===== src/life_generation_engine_macros.svh =====
// Assertion macros for the life generation engine.
`ifndef LIFE_GENERATION_ENGINE_MACROS_SVH
`define LIFE_GENERATION_ENGINE_MACROS_SVH

// A property that must hold at every clock edge outside reset.
`define LGE_ASSERT(lbl, prop, msg) \
  lbl: assert property (@(posedge clk_i) disable iff (!rst_ni) (prop)) else $error(msg);

// A condition that must be followed by another in the next cycle.
`define LGE_ASSERT_NEXT(lbl, ante, cons, msg) \
  lbl: assert property (@(posedge clk_i) disable iff (!rst_ni) (ante) |=> (cons)) \
    else $error(msg);

`endif


===== src/lge_pkg.sv =====
// Types, codes and defaults shared by the life generation engine.
package lge_pkg;

  localparam int DEF_MAX_COLUMNS = 128;
  localparam int DEF_MAX_ROWS    = 128;
  localparam logic [7:0] RESET_COLUMNS = 8'd106;
  localparam logic [7:0] RESET_ROWS    = 8'd80;
  localparam logic [7:0] MIN_SIZE      = 8'd3;

  localparam logic [1:0] CMD_WRITE = 2'd0;
  localparam logic [1:0] CMD_STEP  = 2'd1;
  localparam logic [1:0] CMD_READ  = 2'd2;
  localparam logic [1:0] CMD_CLEAR = 2'd3;

  localparam logic [1:0] CELL_EMPTY = 2'd0;
  localparam logic [1:0] CELL_ALIVE = 2'd1;
  localparam logic [1:0] CELL_DIED  = 2'd2;
  localparam logic [1:0] CELL_BAD   = 2'd3;

  localparam logic [1:0] CHANGE_UNCHANGED = 2'd3;

  localparam logic REG_GRID_COLUMNS = 1'b0;
  localparam logic REG_GRID_ROWS    = 1'b1;

  typedef struct packed {
    logic [1:0] command;
    logic [6:0] column;
    logic [6:0] row;
    logic [1:0] cell_value;
  } in_t;

  typedef struct packed {
    logic [1:0] cell_state;
    logic [1:0] change_code;
    logic       range_error;
  } out_t;

endpackage


===== src/lge_window.sv =====
// Sliding three-column window of alive bits and the life rule for its centre cell.
module lge_window #(
  parameter int MAX_ROWS = 128
) (
  input  logic       clk_i,
  input  logic       shift_i,
  input  logic       alive_i,
  output logic [1:0] next_o
);
  import lge_pkg::*;

  localparam int L = 2 * MAX_ROWS + 3;

  logic [L-1:0] sh_q;
  logic [3:0]   count;

  always_ff @(posedge clk_i) begin
    if (shift_i) begin
      sh_q <= {sh_q[L-2:0], alive_i};
    end
  end

  assign count = 4'(sh_q[0]) + 4'(sh_q[1]) + 4'(sh_q[2])
               + 4'(sh_q[MAX_ROWS]) + 4'(sh_q[MAX_ROWS+2])
               + 4'(sh_q[2*MAX_ROWS]) + 4'(sh_q[2*MAX_ROWS+1]) + 4'(sh_q[2*MAX_ROWS+2]);

  always_comb begin
    if (sh_q[MAX_ROWS+1]) begin
      next_o = (count == 4'd2 || count == 4'd3) ? CELL_ALIVE : CELL_DIED;
    end else begin
      next_o = (count == 4'd3) ? CELL_ALIVE : CELL_EMPTY;
    end
  end
endmodule


===== config.mk =====
export PLATFORM = sky130hd
export DESIGN_NAME = lge_window
export DESIGN_NICKNAME = d
export VERILOG_FILES = /design/src/life_generation_engine_macros.svh /design/src/lge_pkg.sv /design/src/lge_window.sv
export SDC_FILE = /design/constraint.sdc
export NUM_CORES = 1
export LEC_CHECK = 0
export ABC_AREA = 1
export BUFFER_PORTS_ARGS = -buffer_cell sky130_fd_sc_hd__buf_2
export CORE_MARGIN = 2
export CORE_UTILIZATION = 55
export DETAILED_ROUTE_END_ITERATION = 6
export PLACE_DENSITY = 0.71
export SYNTH_ARGS = -nofsm -noshare
export SYNTH_HDL_FRONTEND = slang
export SYNTH_SLANG_ARGS = --single-unit
export TNS_END_PERCENT = 5

===== constraint.sdc =====
create_clock -name clk_i -period 3.15 [get_ports clk_i]
set_clock_uncertainty 0.2 [all_clocks]
set_input_delay 0.1575 -clock clk_i [delete_from_list [all_inputs] [get_ports clk_i]]
set_output_delay 0.1575 -clock clk_i [all_outputs]
set_load 0.02 [all_outputs]

Word level (Yosys, flattened, before mapping)
Cells that the tools add are included.
Widths: inputs -> output; s select.
{ "classes": {"addsub": 7, "n_mul": 0, "n_div": 0, "n_lt_le_gt_ge": 0, "eq_ne": 2, "n_shift": 0, "n_mux": 3, "bitwise": 0, "n_reduce_logical": 1} }
{ "ops": {"columns": ["cell", "n"], "rows": [
  ["$add 4x1->4", 4],
  ["$eq 4x2->1 const B", 2],
  ["$add 3x1->4", 1],
  ["$mux 2", 2],
  ["$add 2x1->3", 1],
  ["$add 1x1->2", 1],
  ["$logic_or 1x1->1", 1],
  ["$mux 1", 1]
]} }
{ "word_totals": {"reg_bits": 259, "latchBits": 0, "ramBits": 0, "romBits": 0, "in_bits": 3, "out_inout_bits": 2, "wordCells": 14, "mem_count": 0} }

Logic depth before layout (Yosys ltp)
{ "logic_depth": {"ltp_word": 11, "ltp_mapped": 11, "depth_no_buf": 11} }

Least setup slack after synthesis
Ideal clock, no wire load.
{ "synth_timing": {"kind": "register -> output", "start": "reg sh_q[0]", "end": "out next_o[0]", "arrival_ns": 3.026, "t_required_ns": 2.792, "path_slack_ns": -0.234, "stages_incl_launch_ff": 11, "n_path_buf": 0, "path_cell_list": "edfxtp_1 > inv_1 > fa_1 > fa_1 > fa_1 > inv_1 > ha_1 > fa_1 > a21boi_2 > nand2_1 > nor2_1"} }
{ "synth_via": {"elab_chain_len": 11, "elab_cells_between_ends": 13, "classes_between": "7 x add/sub; 2 x eq/ne; 3 x mux; 1 x reduce/logical"} }
{ "synth_rtl": {"columns": ["element", "line_no", "rtl"], "rows": [
  ["from (decl)", "lge_window.sv:14", "logic [L-1:0] sh_q;"],
  ["from (signal assigned)", "lge_window.sv:19", "sh_q <= {sh_q[L-2:0], alive_i};"],
  ["$add 1x1->2 *", "lge_window.sv:23", "assign count = 4'(sh_q[0]) + 4'(sh_q[1]) + 4'(sh_q[2])"],
  ["$add 2x1->3 *", "lge_window.sv:23", null],
  ["$add 3x1->4 *", "lge_window.sv:24", "+ 4'(sh_q[MAX_ROWS]) + 4'(sh_q[MAX_ROWS+2])"],
  ["$add 4x1->4 *", "lge_window.sv:24", null],
  ["$add 4x1->4 * (3 in series)", "lge_window.sv:25", "+ 4'(sh_q[2*MAX_ROWS]) + 4'(sh_q[2*MAX_ROWS+1]) + 4'(sh_q[2*MAX_ROWS+2]);"],
  ["$eq 4x2->1 (on tied branches)", "lge_window.sv:29, lge_window.sv:31", null],
  ["$logic_or 1x1->1", "lge_window.sv:29", "next_o = (count == 4'd2 || count == 4'd3) ? CELL_ALIVE : CELL_DIED;"],
  ["$mux 2", "lge_window.sv:29", null],
  ["$mux 2 *", "lge_window.sv:28", "if (sh_q[MAX_ROWS+1]) begin"],
  ["to (decl)", "lge_window.sv:8", "output logic [1:0] next_o"]
]} }
Mark *: on every way between the ends. The rest lies on a longest branch, timed or not.

Worst setup path after layout
Same ends and word-level chain as after synthesis.

==> reports/metrics.csv <==
stage;metric;value;unit
setup_path;critPathMostFrequentCell;fa_1;
place;hpwl;3.88;mm
timing;finalCritPeriodShare;1.25;
timing;finalMaxSlewViolations;0;
clock_tree;clock_latency;0.51;ns
pwr;p_seq_frac;0.549;
pwr;combPwrFrac;0.031;
timing;rsz0062_at_grt;yes;
clock_tree;cts.clk_slew.worst_paths;0.06;ns
final_layout;top_regs;sh_q (259);
clock_tree;cts_buffers;24;
timing;max_freq;0.253;GHz
route;postRouteAntennaNets;0;
worst_hold_path;hold_class;in2reg;
pwr;p_int;6030;uW
synthesis;yosys.area.top_type;edfxtp_1;
synthesis;ys_seq_area_frac;0.974;
status;outcome;finished, violations left;
synthesis;syn_area;7990;sq um
die;die_w;125;um
route;first_pass_iters;6;
pwr;p_sw_frac;0.186;
die;num_rows;44;
setup_path;critPathLaunch;sh_q[0];
pwr;p_switching;1380;uW
status;violations;setup timing;
setup_path;max_stage_delay;0.55;ns
synthesis;synth_nets;298;
setup_path;rrSetupSlack;2.17;ns
die;start_util;0.556;
timing;hold_viol_final;0;
synthesis;ys_types;9;
synthesis;yosysWarnings;0;
timing;tightest_slew;0.692;ns
job;cap_violations;0;
synthesis;postSynthAreaPerCell;27.7;sq um
global_route;grt_antenna_before_repair;0;
clock_tree;cts_buffer_depth;3;
timing;setup_viol;2;
pwr;powerDensity;801;nW/um^2
setup_path;timing.rr.start;sh_q[2];
clock_tree;h-tree-depth;1;
final_layout;largest_register_ffs;259;
route;drtIter0Drc;296;
timing;post-route-min-period;3.95;ns
setup_path;r2r_cells;0;
setup_path;cp_max_fo;2;
setup_path;arrival;3.59;ns
setup_path;cp_data_required_time;2.79;ns
final_layout;nFillCells;893;
place;place_inst;480;
die;pin_count;5;
die;core;14400;sq um
pwr;p_total;7410;uW
global_route;track_usage;0.119;
route;wl_per_cell;17.6;um
global_route;grt_max_degree;96;
setup_path;worstSetupPathType;reg2out;
synthesis;synthTopCellsByArea;edfxtp_1 (97%), fa_1 (1.0%), inv_1 (0.66%);
global_route;grt_pass1_wl;14.4;mm
die;die_h;125;um
global_route;gr-total-overflow;0;
final_layout;fin_cells;527;
clock_tree;clock-root-buffer;clkbuf_16;
final_layout;antenna_cells;0;
pwr;power_frac_clock;0.420;
setup_path;r2r-end;sh_q[3];
final_layout;fin_nets;335;
timing;relSlewSlack;0.539;
setup_path;crit_path_start_kind;flip-flop;
final_layout;fin_util;0.644;
pwr;worst_ir_drop_vdd;0.000463;V
synthesis;yosys.area.top_type_share;0.974;
place;port_buffers;4;
route;viasPerCell;5.04;
place;routabilityCongestion;0.765;
clock_tree;cts.sinks;259;
route;drc;0;
setup_path;cp-endpoint;next_o[0];
synthesis;syn_inst;288;
final_layout;drive_above_1_share;0.163;
die;die-area;15500;sq um
pwr;p_leak;0.00317;uW
synthesis;ys_ff_latch;259;
clock_tree;tritoncts;done;
timing;setup_slack;-0.802;ns
setup_path;cp_slowest_cell;fa_1;
setup_path;end_kind;output port;
setup_path;path_cells;inv_2 -> fa_1 -> fa_1 -> fa_1 -> inv_2 -> ha_4 -> fa_1 -> a21boi_4 -> nand2_2 -> nor2_4 -> buf_6;
route;vias;2656;
route;drt_wl_total;9.27;mm
final_layout;area_growth_syn_to_layout;15.8;%
final_layout;top_register;sh_q;
global_route;grt_pass1_vias;2594;
==> through the flow <==
step                hold WS, ns  TNS (ns)  setup slack, ns  instance area (sq um)
finish                    0.164     -1.55           -0.802                   9250
floorplan                0.0564    -0.257           -0.155                   8000
detailed placement        0.139    -0.726           -0.419                   8310
global placement          0.139    -0.453           -0.283                   8310
global route              0.153     -1.78           -0.925                   9250
CTS                       0.156     -1.73           -0.908                   9230
==> cells in the mapped netlist <==
cell type	count
edfxtp_1	259
a21boi_2	1
nand3_1	1
a21oi_1	1
ha_1	3
fa_1	4
nand2_1	3
inv_1	14
nor2_1	2
==> timing repair <==
item | CTS | global route
endpoints found under the setup margin | 2 | 2
buffers inserted | 1 | 0
hold buffers | 2 | 0
hold endpoints to repair | 66 | 0
pin swaps | 6 | 2
resized for setup | 5 | 5
==> worst min-delay path by stage <==
stage / from / end / slack (ns) / cells after the start
2_1_floorplan: alive_i / sh_q[0] / 0.06 / 0
3_3_place_gp: alive_i / sh_q[0] / 0.14 / 1
4_1_cts: alive_i / sh_q[0] / 0.16 / 2
3_5_place_dp: alive_i / sh_q[0] / 0.14 / 1
5_1_grt: alive_i / sh_q[0] / 0.15 / 2
6_report: alive_i / sh_q[0] / 0.16 / 2
==> placed cells by master, fill, tap and decap left out, drive strengths merged <==
cell type	instances
a21boi	1
a21oi	1
buf	9
bufinv	6
clkbuf	25
clkinv	12
clkinvlp	1
dlygate4sd3	2
edfxtp	259
fa	4
ha	3
inv	14
nand2	3
nand3	1
nor2	2
==> cell type report <==
class                   instances  area [sq um]  area share
clock buffers                  25           626      0.0676
clock inverters                19           249      0.0269
inverters                      14          52.6     0.00568
multi-input cells              15           191      0.0207
flip-flops and latches        259          7780       0.841
well taps                     184           230      0.0249
repair buffers                 11           121      0.0131
==> power by group through the flow <==
stage | Combinational [uW] | Sequential (uW) | Clock [uW]
6_report | 228 | 4070 | 3110
5_1_grt | 253 | 4090 | 3320
4_1_cts | 210 | 4070 | 3200
3_5_place_dp | 195 | 4130 | 0
3_3_place_gp | 179 | 4130 | 0
2_1_floorplan | 93.2 | 4110 | 0
==> worst max-delay path: cells and delay by family, from the launching register on <==
family	cells	cell delay (ns)
AO/OA/AOI/OAI	1	0.20
buffers and inverters	3	0.21
adder cells (fa/ha/maj)	5	2.16
flip-flops	1	0.36
AND/OR/NAND/NOR	2	0.16
==> cell families after synthesis <==
| kind of cell | Yosys count | share of synthesized area |
|---|---|---|
| AOI/OAI and AO/OA | 2 | 0.00204 |
| and+or+nand+nor | 6 | 0.00298 |
| adders and majority gates | 7 | 0.0147 |
| DFF | 259 | 0.974 |
| buffers and inverters | 14 | 0.00658 |
==> metal layers <==
metal	up-vias	global-route usage	wire length, um
li1	1217	-	-
met1	1384	0.200	4920
met2	36	0.153	3790
met3	19	0.0322	306
met4	0	0.0390	245
met5	-	0	0
Power figures use the tool's default switching activity.
